[src/rtl/srfr_pkg.sv]
// shared types and constants of the scanner reply frame receiver
`timescale 1ns / 1ps
`default_nettype none

package srfr_pkg;

    typedef enum logic [1:0] {
        PH_SYNC0,
        PH_SYNC1,
        PH_CMD,
        PH_BODY
    } t_phase;

    localparam int BYTE_W  = 8;
    localparam int COUNT_W = 12;
    localparam int CODE_W  = 4;
    localparam int FLAG_W  = 5;

    localparam logic [CODE_W-1:0] RC_OK       = 4'd0;
    localparam logic [CODE_W-1:0] RC_CHECKSUM = 4'd1;
    localparam logic [CODE_W-1:0] RC_NOT_ACK  = 4'd2;
    localparam logic [CODE_W-1:0] RC_DEV_ERR  = 4'd3;
    localparam logic [CODE_W-1:0] RC_WARNING  = 4'd4;
    localparam logic [CODE_W-1:0] RC_STATUS   = 4'd5;
    localparam logic [CODE_W-1:0] RC_MALFUNC  = 4'd6;
    localparam logic [CODE_W-1:0] RC_INHIBIT  = 4'd7;
    localparam logic [CODE_W-1:0] RC_OVERFLOW = 4'd8;

    localparam logic [BYTE_W-1:0] SYNC_BYTE   = 8'h00;
    localparam logic [BYTE_W-1:0] CMD_INVALID = 8'hFF;
    localparam logic [BYTE_W-1:0] CMD_NOT_ACK = 8'h17;
    localparam logic [BYTE_W-1:0] CMD_DEV_ERR = 8'h53;
    localparam logic [BYTE_W-1:0] CMD_WARNING = 8'h54;
    localparam logic [BYTE_W-1:0] SUM_ZERO_MAP = 8'hFF;

    localparam logic [COUNT_W-1:0] LIMIT_RESET     = 12'd1098;
    localparam logic [COUNT_W-1:0] CMD_COUNT       = 12'd3;
    localparam logic [COUNT_W-1:0] BYTE3_COUNT     = 12'd4;
    localparam logic [COUNT_W-1:0] BYTE4_COUNT     = 12'd5;
    localparam logic [COUNT_W-1:0] BYTE5_COUNT     = 12'd6;
    localparam logic [COUNT_W-1:0] MIN_FRAME_LEN   = 12'd6;

    localparam int ZF_NEAR_ONE = 0;
    localparam int ZF_FAR_ONE  = 1;
    localparam int ZF_NEAR_TWO = 2;
    localparam int ZF_FAR_TWO  = 3;
    localparam int ZF_PAIR     = 4;

    typedef struct packed {
        logic [BYTE_W-1:0]   check;
        logic [BYTE_W-1:0]   sum;
        logic [4*BYTE_W-1:0] header;
        logic [FLAG_W-1:0]   flags;
    } t_dec_req;

    typedef struct packed {
        logic [CODE_W-1:0]  code;
        logic [BYTE_W-1:0]  command;
        logic [COUNT_W-1:0] length;
        logic [FLAG_W-1:0]  flags;
    } t_result;

endpackage

`default_nettype wire

[src/rtl/scanner_reply_frame_receiver_top.sv]
// Scanner reply frame receiver: takes one received byte per cycle, hunts for the
// two zero sync bytes and a valid command byte, collects the frame up to three
// trailing zeros and reports one result per frame (or per overflow). The
// result appears in the output register on the cycle after
// the closing byte is accepted. The input is held off only while a result sits
// in the output register and the downstream side is not ready. The byte limit
// register takes effect at once, also in mid-frame.
`timescale 1ns / 1ps
`default_nettype none

module scanner_reply_frame_receiver_top (
    input  wire         i_clk,
    input  wire         i_rst_n,
    input  wire         i_cfg_wr_en,
    input  wire  [11:0] i_cfg_wr_data,    // frame_byte_limit
    input  wire         i_s_axis_tvalid,
    output logic        o_s_axis_tready,
    input  wire  [7:0]  i_s_axis_tdata,   // rx_byte
    output logic        o_m_axis_tvalid,
    input  wire         i_m_axis_tready,
    // result_code[3:0], reply_command[11:4], frame_length[23:12], near_one[24],
    // far_one[25], near_two[26], far_two[27], field_pair_flag[28], zero[31:29]
    output logic [31:0] o_m_axis_tdata
);

    logic [srfr_pkg::COUNT_W-1:0] r_limit;
    logic                         r_m_valid;
    srfr_pkg::t_result            r_m_res;
    logic                         accept;
    logic                         res_valid;
    srfr_pkg::t_result            res;

    assign o_s_axis_tready = !r_m_valid || i_m_axis_tready;
    assign accept          = i_s_axis_tvalid && o_s_axis_tready;

    always_ff @(posedge i_clk) begin
        if (!i_rst_n) begin
            r_limit <= srfr_pkg::LIMIT_RESET;
        end else if (i_cfg_wr_en) begin
            r_limit <= i_cfg_wr_data;
        end
    end

    srfr_frame u_frame (
        .i_clk       (i_clk),
        .i_rst_n     (i_rst_n),
        .i_accept    (accept),
        .i_byte      (i_s_axis_tdata),
        .i_limit     (r_limit),
        .o_res_valid (res_valid),
        .o_res       (res)
    );

    // output register
    always_ff @(posedge i_clk) begin
        if (!i_rst_n) begin
            r_m_valid <= 1'b0;
        end else if (accept && res_valid) begin
            r_m_valid <= 1'b1;
        end else if (i_m_axis_tready) begin
            r_m_valid <= 1'b0;
        end
    end

    always_ff @(posedge i_clk) begin
        if (accept && res_valid) begin
            r_m_res <= res;
        end
    end

    assign o_m_axis_tvalid = r_m_valid;
    assign o_m_axis_tdata  = {3'b000,
                              r_m_res.flags[srfr_pkg::ZF_PAIR],
                              r_m_res.flags[srfr_pkg::ZF_FAR_TWO],
                              r_m_res.flags[srfr_pkg::ZF_NEAR_TWO],
                              r_m_res.flags[srfr_pkg::ZF_FAR_ONE],
                              r_m_res.flags[srfr_pkg::ZF_NEAR_ONE],
                              r_m_res.length,
                              r_m_res.command,
                              r_m_res.code};

    a_ready_only_when_full: assert property (@(posedge i_clk) disable iff (!i_rst_n)
        !o_s_axis_tready |-> (r_m_valid && !i_m_axis_tready))
        else $error("input held off without a pending result");

    a_result_loaded: assert property (@(posedge i_clk) disable iff (!i_rst_n)
        (accept && res_valid) |=> o_m_axis_tvalid)
        else $error("result request lost");

    a_code_range: assert property (@(posedge i_clk) disable iff (!i_rst_n)
        r_m_valid |-> (r_m_res.code <= srfr_pkg::RC_OVERFLOW))
        else $error("result code out of range");

    a_min_length: assert property (@(posedge i_clk) disable iff (!i_rst_n)
        (r_m_valid && (r_m_res.code != srfr_pkg::RC_OVERFLOW))
            |-> (r_m_res.length >= srfr_pkg::MIN_FRAME_LEN))
        else $error("closed frame shorter than the minimum");

endmodule

`default_nettype wire

[src/rtl/srfr_decode.sv]
// reply code and zone flag decoding at the end of a frame
`timescale 1ns / 1ps
`default_nettype none

module srfr_decode (
    input  wire srfr_pkg::t_dec_req           i_req,
    output logic [srfr_pkg::CODE_W-1:0]       o_code,
    output logic [srfr_pkg::FLAG_W-1:0]       o_flags
);

    logic [srfr_pkg::BYTE_W-1:0] sum_mapped;
    logic [srfr_pkg::BYTE_W-1:0] cmd;
    logic [srfr_pkg::BYTE_W-1:0] b3;
    logic [srfr_pkg::BYTE_W-1:0] b4;
    logic [srfr_pkg::BYTE_W-1:0] b5;

    assign cmd = i_req.header[7:0];
    assign b3  = i_req.header[15:8];
    assign b4  = i_req.header[23:16];
    assign b5  = i_req.header[31:24];

    always_comb begin
        sum_mapped = (i_req.sum == '0) ? srfr_pkg::SUM_ZERO_MAP : i_req.sum;
        o_flags    = i_req.flags;
        o_code     = srfr_pkg::RC_OK;
        if (sum_mapped != i_req.check) begin
            o_code = srfr_pkg::RC_CHECKSUM;
        end else if (cmd == srfr_pkg::CMD_NOT_ACK) begin
            o_code = srfr_pkg::RC_NOT_ACK;
        end else if (cmd == srfr_pkg::CMD_DEV_ERR) begin
            o_code = srfr_pkg::RC_DEV_ERR;
        end else if (cmd == srfr_pkg::CMD_WARNING) begin
            o_code = srfr_pkg::RC_WARNING;
        end else if (b3[4]) begin
            o_code = srfr_pkg::RC_STATUS;
        end else if (b3[1]) begin
            o_flags[srfr_pkg::ZF_NEAR_ONE] = b4[0];
            o_flags[srfr_pkg::ZF_FAR_ONE]  = b4[1];
            if (b4[3]) begin
                o_code = srfr_pkg::RC_MALFUNC;
            end else if (b4[4]) begin
                o_code = srfr_pkg::RC_INHIBIT;
            end else begin
                o_flags[srfr_pkg::ZF_NEAR_TWO] = b4[5];
                o_flags[srfr_pkg::ZF_FAR_TWO]  = b4[6];
                if (b4[7]) begin
                    o_flags[srfr_pkg::ZF_PAIR] = b5[6];
                end
            end
        end
    end

endmodule

`default_nettype wire

[src/rtl/srfr_frame.sv]
// sync hunt, frame collection and overflow check, one byte per cycle while i_accept is high
`timescale 1ns / 1ps
`default_nettype none

module srfr_frame (
    input  wire                                i_clk,
    input  wire                                i_rst_n,
    input  wire                                i_accept,
    input  wire  [srfr_pkg::BYTE_W-1:0]        i_byte,
    input  wire  [srfr_pkg::COUNT_W-1:0]       i_limit,
    output logic                               o_res_valid,
    output srfr_pkg::t_result                  o_res
);

    srfr_pkg::t_phase r_phase, n_phase;
    logic [srfr_pkg::BYTE_W-1:0]   r_xor, n_xor;
    logic [srfr_pkg::COUNT_W-1:0]  r_count, n_count;
    logic [4*srfr_pkg::BYTE_W-1:0] r_recent, n_recent;
    logic [4*srfr_pkg::BYTE_W-1:0] r_header, n_header;
    logic [srfr_pkg::FLAG_W-1:0]   r_flags, n_flags;

    logic [srfr_pkg::COUNT_W-1:0]  body_count;
    logic [4*srfr_pkg::BYTE_W-1:0] body_recent;
    logic [4*srfr_pkg::BYTE_W-1:0] body_header;
    logic [srfr_pkg::BYTE_W-1:0]   body_xor;
    logic                          overflow;
    logic                          term;
    logic                          cmd_bad;

    srfr_pkg::t_dec_req            dec_req;
    logic [srfr_pkg::CODE_W-1:0]   dec_code;
    logic [srfr_pkg::FLAG_W-1:0]   dec_flags;

    assign body_count  = r_count + srfr_pkg::COUNT_W'(1);
    assign body_xor    = r_xor ^ i_byte;
    assign body_recent = {r_recent[3*srfr_pkg::BYTE_W-1:0], i_byte};
    assign overflow    = (r_count >= i_limit);
    assign term        = (body_recent[3*srfr_pkg::BYTE_W-1:0] == '0);
    assign cmd_bad     = (i_byte == srfr_pkg::SYNC_BYTE) || (i_byte == srfr_pkg::CMD_INVALID);

    always_comb begin
        body_header = r_header;
        if (body_count == srfr_pkg::BYTE3_COUNT) begin
            body_header[15:8] = i_byte;
        end else if (body_count == srfr_pkg::BYTE4_COUNT) begin
            body_header[23:16] = i_byte;
        end else if (body_count == srfr_pkg::BYTE5_COUNT) begin
            body_header[31:24] = i_byte;
        end
    end

    assign dec_req.check  = body_recent[4*srfr_pkg::BYTE_W-1:3*srfr_pkg::BYTE_W];
    assign dec_req.sum    = body_xor ^ body_recent[4*srfr_pkg::BYTE_W-1:3*srfr_pkg::BYTE_W];
    assign dec_req.header = body_header;
    assign dec_req.flags  = r_flags;

    srfr_decode u_decode (
        .i_req   (dec_req),
        .o_code  (dec_code),
        .o_flags (dec_flags)
    );

    // next phase
    always_comb begin
        n_phase = r_phase;
        if (i_accept) begin
            unique case (r_phase)
                srfr_pkg::PH_SYNC0: begin
                    if (i_byte == srfr_pkg::SYNC_BYTE) begin
                        n_phase = srfr_pkg::PH_SYNC1;
                    end
                end
                srfr_pkg::PH_SYNC1: begin
                    n_phase = (i_byte == srfr_pkg::SYNC_BYTE) ? srfr_pkg::PH_CMD
                                                              : srfr_pkg::PH_SYNC0;
                end
                srfr_pkg::PH_CMD: begin
                    n_phase = cmd_bad ? srfr_pkg::PH_SYNC0 : srfr_pkg::PH_BODY;
                end
                srfr_pkg::PH_BODY: begin
                    if (overflow || term) begin
                        n_phase = srfr_pkg::PH_SYNC0;
                    end
                end
                default: n_phase = srfr_pkg::PH_SYNC0;
            endcase
        end
    end

    // datapath and result
    always_comb begin
        n_xor       = r_xor;
        n_count     = r_count;
        n_recent    = r_recent;
        n_header    = r_header;
        n_flags     = r_flags;
        o_res_valid = 1'b0;
        o_res.code    = srfr_pkg::RC_OVERFLOW;
        o_res.command = r_header[7:0];
        o_res.length  = body_count;
        o_res.flags   = r_flags;
        if (i_accept) begin
            unique case (r_phase)
                srfr_pkg::PH_CMD: begin
                    if (!cmd_bad) begin
                        n_xor    = i_byte;
                        n_recent = {{(3*srfr_pkg::BYTE_W){1'b0}}, i_byte};
                        n_header = {{(3*srfr_pkg::BYTE_W){1'b0}}, i_byte};
                        n_count  = srfr_pkg::CMD_COUNT;
                    end
                end
                srfr_pkg::PH_BODY: begin
                    if (overflow) begin
                        o_res_valid = 1'b1;
                    end else begin
                        n_xor    = body_xor;
                        n_count  = body_count;
                        n_recent = body_recent;
                        n_header = body_header;
                        if (term) begin
                            n_flags       = dec_flags;
                            o_res_valid   = 1'b1;
                            o_res.code    = dec_code;
                            o_res.command = body_header[7:0];
                            o_res.flags   = dec_flags;
                        end
                    end
                end
                default: begin
                end
            endcase
        end
    end

    always_ff @(posedge i_clk) begin
        if (!i_rst_n) begin
            r_phase  <= srfr_pkg::PH_SYNC0;
            r_xor    <= '0;
            r_count  <= '0;
            r_recent <= '0;
            r_header <= '0;
            r_flags  <= '0;
        end else begin
            r_phase  <= n_phase;
            r_xor    <= n_xor;
            r_count  <= n_count;
            r_recent <= n_recent;
            r_header <= n_header;
            r_flags  <= n_flags;
        end
    end

endmodule

`default_nettype wire
[config.mk]
export PLATFORM = sky130hd
export DESIGN_NAME = scanner_reply_frame_receiver_top
export DESIGN_NICKNAME = d
export VERILOG_FILES = /design/src/rtl/srfr_pkg.sv /design/src/rtl/scanner_reply_frame_receiver_top.sv /design/src/rtl/srfr_decode.sv /design/src/rtl/srfr_frame.sv
export SDC_FILE = /design/constraint.sdc
export NUM_CORES = 1
export LEC_CHECK = 0
export BUFFER_PORTS_ARGS = -buffer_cell sky130_fd_sc_hd__buf_2
export CORE_MARGIN = 5
export CORE_UTILIZATION = 30
export DETAILED_ROUTE_END_ITERATION = 8
export PLACE_DENSITY = 0.54
export SLEW_MARGIN = 0
export SYNTH_ARGS = -nofsm -noshare
export SYNTH_HDL_FRONTEND = slang
export SYNTH_SLANG_ARGS = --single-unit
[constraint.sdc]
create_clock -name i_clk -period 3.6 [get_ports i_clk]
set_input_delay 0.72 -clock i_clk [delete_from_list [all_inputs] [get_ports i_clk]]
set_output_delay 0.72 -clock i_clk [all_outputs]
set_load 0.01 [all_outputs]
[After elaboration in Yosys (flattened, before gate mapping)]
Index checks and enable logic that the tools add are counted.
Storage, ports and cells
  register bits after elaboration: 111
  latch bits: 0
  bits in writable memories: 0
  ROM bits: 0
  input port bits: 25
  output and inout bits: 34
  logic and storage cells: 108
  memories kept: 0
Operators by class
  add/subtract/negate cells: 1
  $mul: 0
  divide/modulo/power cells: 0
  order comparisons: 1
  equality and inequality tests: 15
  shift-type cells: 0
  mux-type cells: 52
  bitwise gates (word level): 6
  reduce and logical (&&, ||, !) cells: 18
Operators by type and width (number)
  8-bit 2-to-1 mux: 8
  31-bit 2-to-1 mux: 2
  31-bit one-hot mux with 2 select lines: 1
  5-bit 2-to-1 mux: 10
  24-bit one-hot mux with 2 select lines: 1
  12-bit by 3-bit equality test with 1-bit output (second input constant): 3
  3-bit 2-to-1 mux: 10
  24-bit zero test: 1
  12-bit 2-to-1 mux: 2
  24-bit 2-to-1 mux: 1
  12-bit one-hot mux with 2 select lines: 1
  8-bit by 7-bit equality test with 1-bit output (second input constant): 2
  8-bit zero test: 2
  8-bit one-hot mux with 2 select lines: 1
  8-bit bitwise XOR: 2
  15-bit 2-to-1 mux: 1
  7-bit 2-to-1 mux: 2
  12-bit by 1-bit adder with 12-bit output (second input constant): 1
  12-bit greater-or-equal comparator: 1
  8-bit by 5-bit equality test with 1-bit output (second input constant): 1
  8-bit equality test (second input constant): 1
  2-bit 2-to-1 mux: 4
  8-bit inequality test: 1
  2-bit one-hot mux with 4 select lines: 1
  16 further kinds: 33

[Longest topological paths before layout]
  depth in word-level cells: 18
  mapped depth: 12
  mapped depth without buffers: 9

[Hierarchy]
A second synthesis with hierarchy kept.
Second synthesis, totals
  cells, all modules: 696
  area, all modules: 6568.8 µm²
Modules (own cells, without submodules)
  srfr_frame: times used 1, cells an instance 566, area an instance 4770.8 µm², seq. area each 1661.6 µm²
  scanner_reply_frame_receiver_top: times used 1, cells an instance 77, area an instance 1387.6 µm², seq. area each 1131.1 µm²
  srfr_decode: times used 1, cells an instance 53, area an instance 410.4 µm², seq. area each 0.0 µm²

[Worst setup path before layout]
OpenSTA, ideal clock, no wires.
  path kind: input to register
  from: in i_s_axis_tdata[1]
  to: reg r_m_res, in the netlist o_m_axis_tdata[0], enable pin
  setup time: 0.384 ns
  data arrival time: 2.467 ns
  required time: 3.216 ns
  slack: 0.749 ns
  stages on the path: 7
  buffers on the path: 1
  path through: buf_2 > nor4_1 > nand3_1 > nor2_1 > nor2_1 > or3_1 > inv_1
Between the ends
  cells in the longest elaborated chain, start to end: 6
RTL lines
  start, declared: line scanner_reply_frame_receiver_top.sv:18  | input wire [7:0] i_s_axis_tdata,
  24-bit zero test: line srfr_frame.sv:38  | assign term = (body_recent[3*srfr_pkg::BYTE_W-1:0] == '0);
  1-bit 2-to-1 mux: line srfr_frame.sv:120  | if (term) begin
  1-bit 2-to-1 mux: line srfr_frame.sv:113  | if (overflow) begin
  1-bit 2-to-1 mux: line srfr_frame.sv:103  | unique case (r_phase)
  1-bit 2-to-1 mux: line srfr_frame.sv:102  | if (i_accept) begin
  1-bit logical AND: line scanner_reply_frame_receiver_top.sv:66  | if (accept && res_valid) begin
  end signal, assigned: line scanner_reply_frame_receiver_top.sv:67  | r_m_res <= res;
  end, declared: line scanner_reply_frame_receiver_top.sv:28  | srfr_pkg::t_result r_m_res;
No other way between the ends.
A chain may end at the register's enable or synchronous reset.

==> out/qor.csv <==
metric,value,unit
design area,6400,um2
Die Wd,147,um
antenna violations before repair,0,
worst path arrival time,3290,ps
top_reg_cell synth,dfxtp_1,
total core area,18600,um2
Rel. slew slack,34.9,%
post-synthesis register bit count,111,
clock latency reported for the late side of the worst-skew pair,360,ps
Final min period,3180,ps
reg2reg setup slack,420,ps
CTS tree,yes,
Mean Syn Cell Area,9.22,um2
global-route wire length before repair,22200,um
die footprint,21600,um2
final setup fails,0,
Clock Tree Root,clkbuf_16,
Slew Limit Fails,0,
Filler Cells Inserted,1858,
Area Growth Syn to Fin,13.9,%
cell area after synthesis,5620,um2
Starting Density,30.2,%
hold_buf cts,0,
Num CTS Buffers,9,
Final nets,685,
CP max-delay cell,a211oi_1,
Worst-Margin Slew,977,ps
GRT overflow,0,
Hold WC Path Type,reg -> reg,
Cells after Synth,609,
Startpoint Class,register,
via count,4428,
pwr dens,380,nW/um2
crit path buf inv count,1,
Clock Path Buffers,2,
Worst Setup End Kind,register,
worst path cell trace,inv_1 > ha_1 > nor2b_1 > o21ai_0 > a211oi_1 > o2111ai_1 > nor3_4 > nand4b_2 > mux2_1,
Crit path required time,3710,ps
crit path kind,reg -> reg,
Min Hold Slack,456,ps
fmax,314,MHz
clock sinks,111,
share of layout cells above drive strength 1,18.3,%
yosys warns,0,
# Post-CTS Setup Buffers,0,
DR iter-0 viols,321,
GRT Util Overall,12.6,%
DRT Pass-1 Iters,4,
Placement Rows,50,
final worst-path cycle share,88.4,%
drt via density,5.01,
diode count,0,
sequential share of the synthesized area,44.7,%
Placed Area,6090,um2
Max VDD drop,200,uV
largest fanout on the critical path,8,
Hold Fails Final Rpt,0,
async set-reset flop share out of synthesis,0,%
WL final,13600,um
pin count of the biggest net entering global routing,30,
final setup TNS,0,ps
worst setup margin,418,ps
Post-DRT Antenna Nets,0,
critical path's largest stage delay,480,ps
Post-synth EDFFs,29,
synth unique cells,69,
IO Pins,59,
"CP delay by family, top",compound AO/OA/AOI/OAI gates,
vias in the first global route,4213,
die height,147,um
DP Wirelength,9990,um
max cap viols,0,
post-CTS resize count,0,
clk_skew,7.14,ps
Residual DRC,0,
WL/cell,15.4,um
status,"complete, no violations",
Clock transition at path regs,80,ps
P_leak,0.00244,uW
Placer Congestion,0.829,
RSZ-0062 raised after global routing,false,
Max H-tree Level,3,
pre-CTS setup slack,379,ps
Layout Utilization,34.4,%
I/O Buffers,55,
-- worst register-to-register path, cell delays in order, from the launching register on --
cell and delay, ps:
dfxtp_1 470, inv_1 150, ha_1 290, nor2b_1 100, o21ai_0 120, a211oi_1 480
o2111ai_1 420, nor3_4 410, nand4b_2 170, mux2_1 320
-- logic make-up (layout without fill, tap and decap cells) --
| family | after synthesis | in the layout | share of synthesized area, % |
|---|---|---|---|
| simple gates | 243 | 243 | 22.1 |
| compound gates | 111 | 111 | 12.0 |
| flops | 111 | 111 | 44.7 |
| buf+inv | 64 | 102 | 5.06 |
| xor+xnor | 34 | 34 | 6.77 |
| mux | 29 | 29 | 5.70 |
| fa+ha+maj | 16 | 16 | 3.56 |
| other cells | 1 | 3 | 0.0668 |
-- Yosys cell counts (4+ instances only) --
master | instances | area (um2)
and2_1 | 4 | 25.0
o21ai_0 | 13 | 65.1
xor2_1 | 5 | 43.8
xnor2_1 | 23 | 201
nor2_1 | 41 | 154
nand4_1 | 13 | 81.3
and3_1 | 5 | 31.3
mux2_2 | 8 | 90.1
edfxtp_1 | 29 | 871
o21a_1 | 7 | 52.6
dfxtp_1 | 82 | 1640
o211ai_1 | 11 | 82.6
mux2i_1 | 16 | 160
nand2_1 | 90 | 338
xnor3_1 | 6 | 135
nor4_1 | 6 | 37.5
a21oi_1 | 57 | 285
buf_2 | 13 | 65.1
nand3_1 | 38 | 190
a211oi_1 | 6 | 45.0
nor3_1 | 9 | 45.0
ha_1 | 16 | 200
nand2b_1 | 7 | 43.8
inv_1 | 19 | 71.3
clkbuf_1 | 24 | 90.1
-- final timing paths --
check / from / end / cells past startpoint
setup / recovery: u_frame.r_count[0] / o_m_axis_tdata[28] / 9
hold / removal: u_frame.r_header[17] / u_frame.r_header[17] / 2
setup reg to reg: u_frame.r_count[0] / o_m_axis_tdata[28] / 9
hold reg to reg: u_frame.r_header[17] / u_frame.r_header[17] / 2
-- where the power goes --
part           total (uW)  switching [uW]  internal [uW]
logic                99.5            61.3           38.2
registers            1280            3.63           1280
clock network        1050             491            555
total                2430             556           1870
-- metal layers --
metal | global-route usage (%) | vias up | routed length (um)
met5 | 0 | - | 0
met4 | 4.75 | 0 | 235
met3 | 2.44 | 13 | 455
met2 | 20.0 | 71 | 6360
met1 | 17.1 | 2126 | 6590
li1 | - | 2218 | -
-- flip-flops by register name, indices dropped and copies added (netlist names), 2 cells and up --
signal / count
u_frame.r_phase: 2
u_frame.r_header: 18
u_frame.r_flags: 5
o_m_axis_tdata: 29
r_limit: 12
u_frame.r_xor: 8
u_frame.r_count: 12
u_frame.r_recent: 24
-- through the flow --
step / total power [uW] / cells
2_1_floorplan: 1380 / 611
3_3_place_gp: 1410 / 867
3_5_place_dp: 1410 / 867
4_1_cts: 2460 / 883
5_1_grt: 2520 / 883
6_report: 2430 / 883
-- cell type report --
type	instances	area, um2	share of cell area, %
Multi-Input combinational cell	436	2830	44.3
Tap cell	234	293	4.58
Clock buffer	9	225	3.52
Timing Repair Buffer	67	378	5.91
Sequential cell	111	2510	39.3
Clock inverter	7	86.3	1.35
Inverter	19	71.3	1.11
-- layout by cell type, fill, tap and decap left out, types with 2 or more instances in the layout --
cell type	Yosys	layout
nand2_1	90	90
dfxtp_1	82	82
a21oi_1	57	57
buf_2	13	55
nor2_1	41	41
nand3_1	38	38
edfxtp_1	29	29
xnor2_1	23	23
inv_1	19	18
mux2i_1	16	16
ha_1	16	16
nand4_1	13	13
o21ai_0	13	13
o211ai_1	11	11
buf_4	3	11
nor3_1	9	9
clkbuf_16	0	9
mux2_2	8	8
o21a_1	7	7
nand2b_1	7	7
nor4_1	6	6
a211oi_1	6	6
xnor3_1	6	6
xor2_1	5	5
and3_1	5	5
and2_1	4	4
or2_2	3	3
or4_1	3	3
nor3b_1	3	3
mux2_4	3	3
conb_1	1	3
nand4b_1	2	2
or3_1	2	2
nor3_2	2	2
nand4_2	2	2
a31oi_1	2	2
clkinv_4	0	2
inv_8	0	2
(Power assumes the default switching activity.)
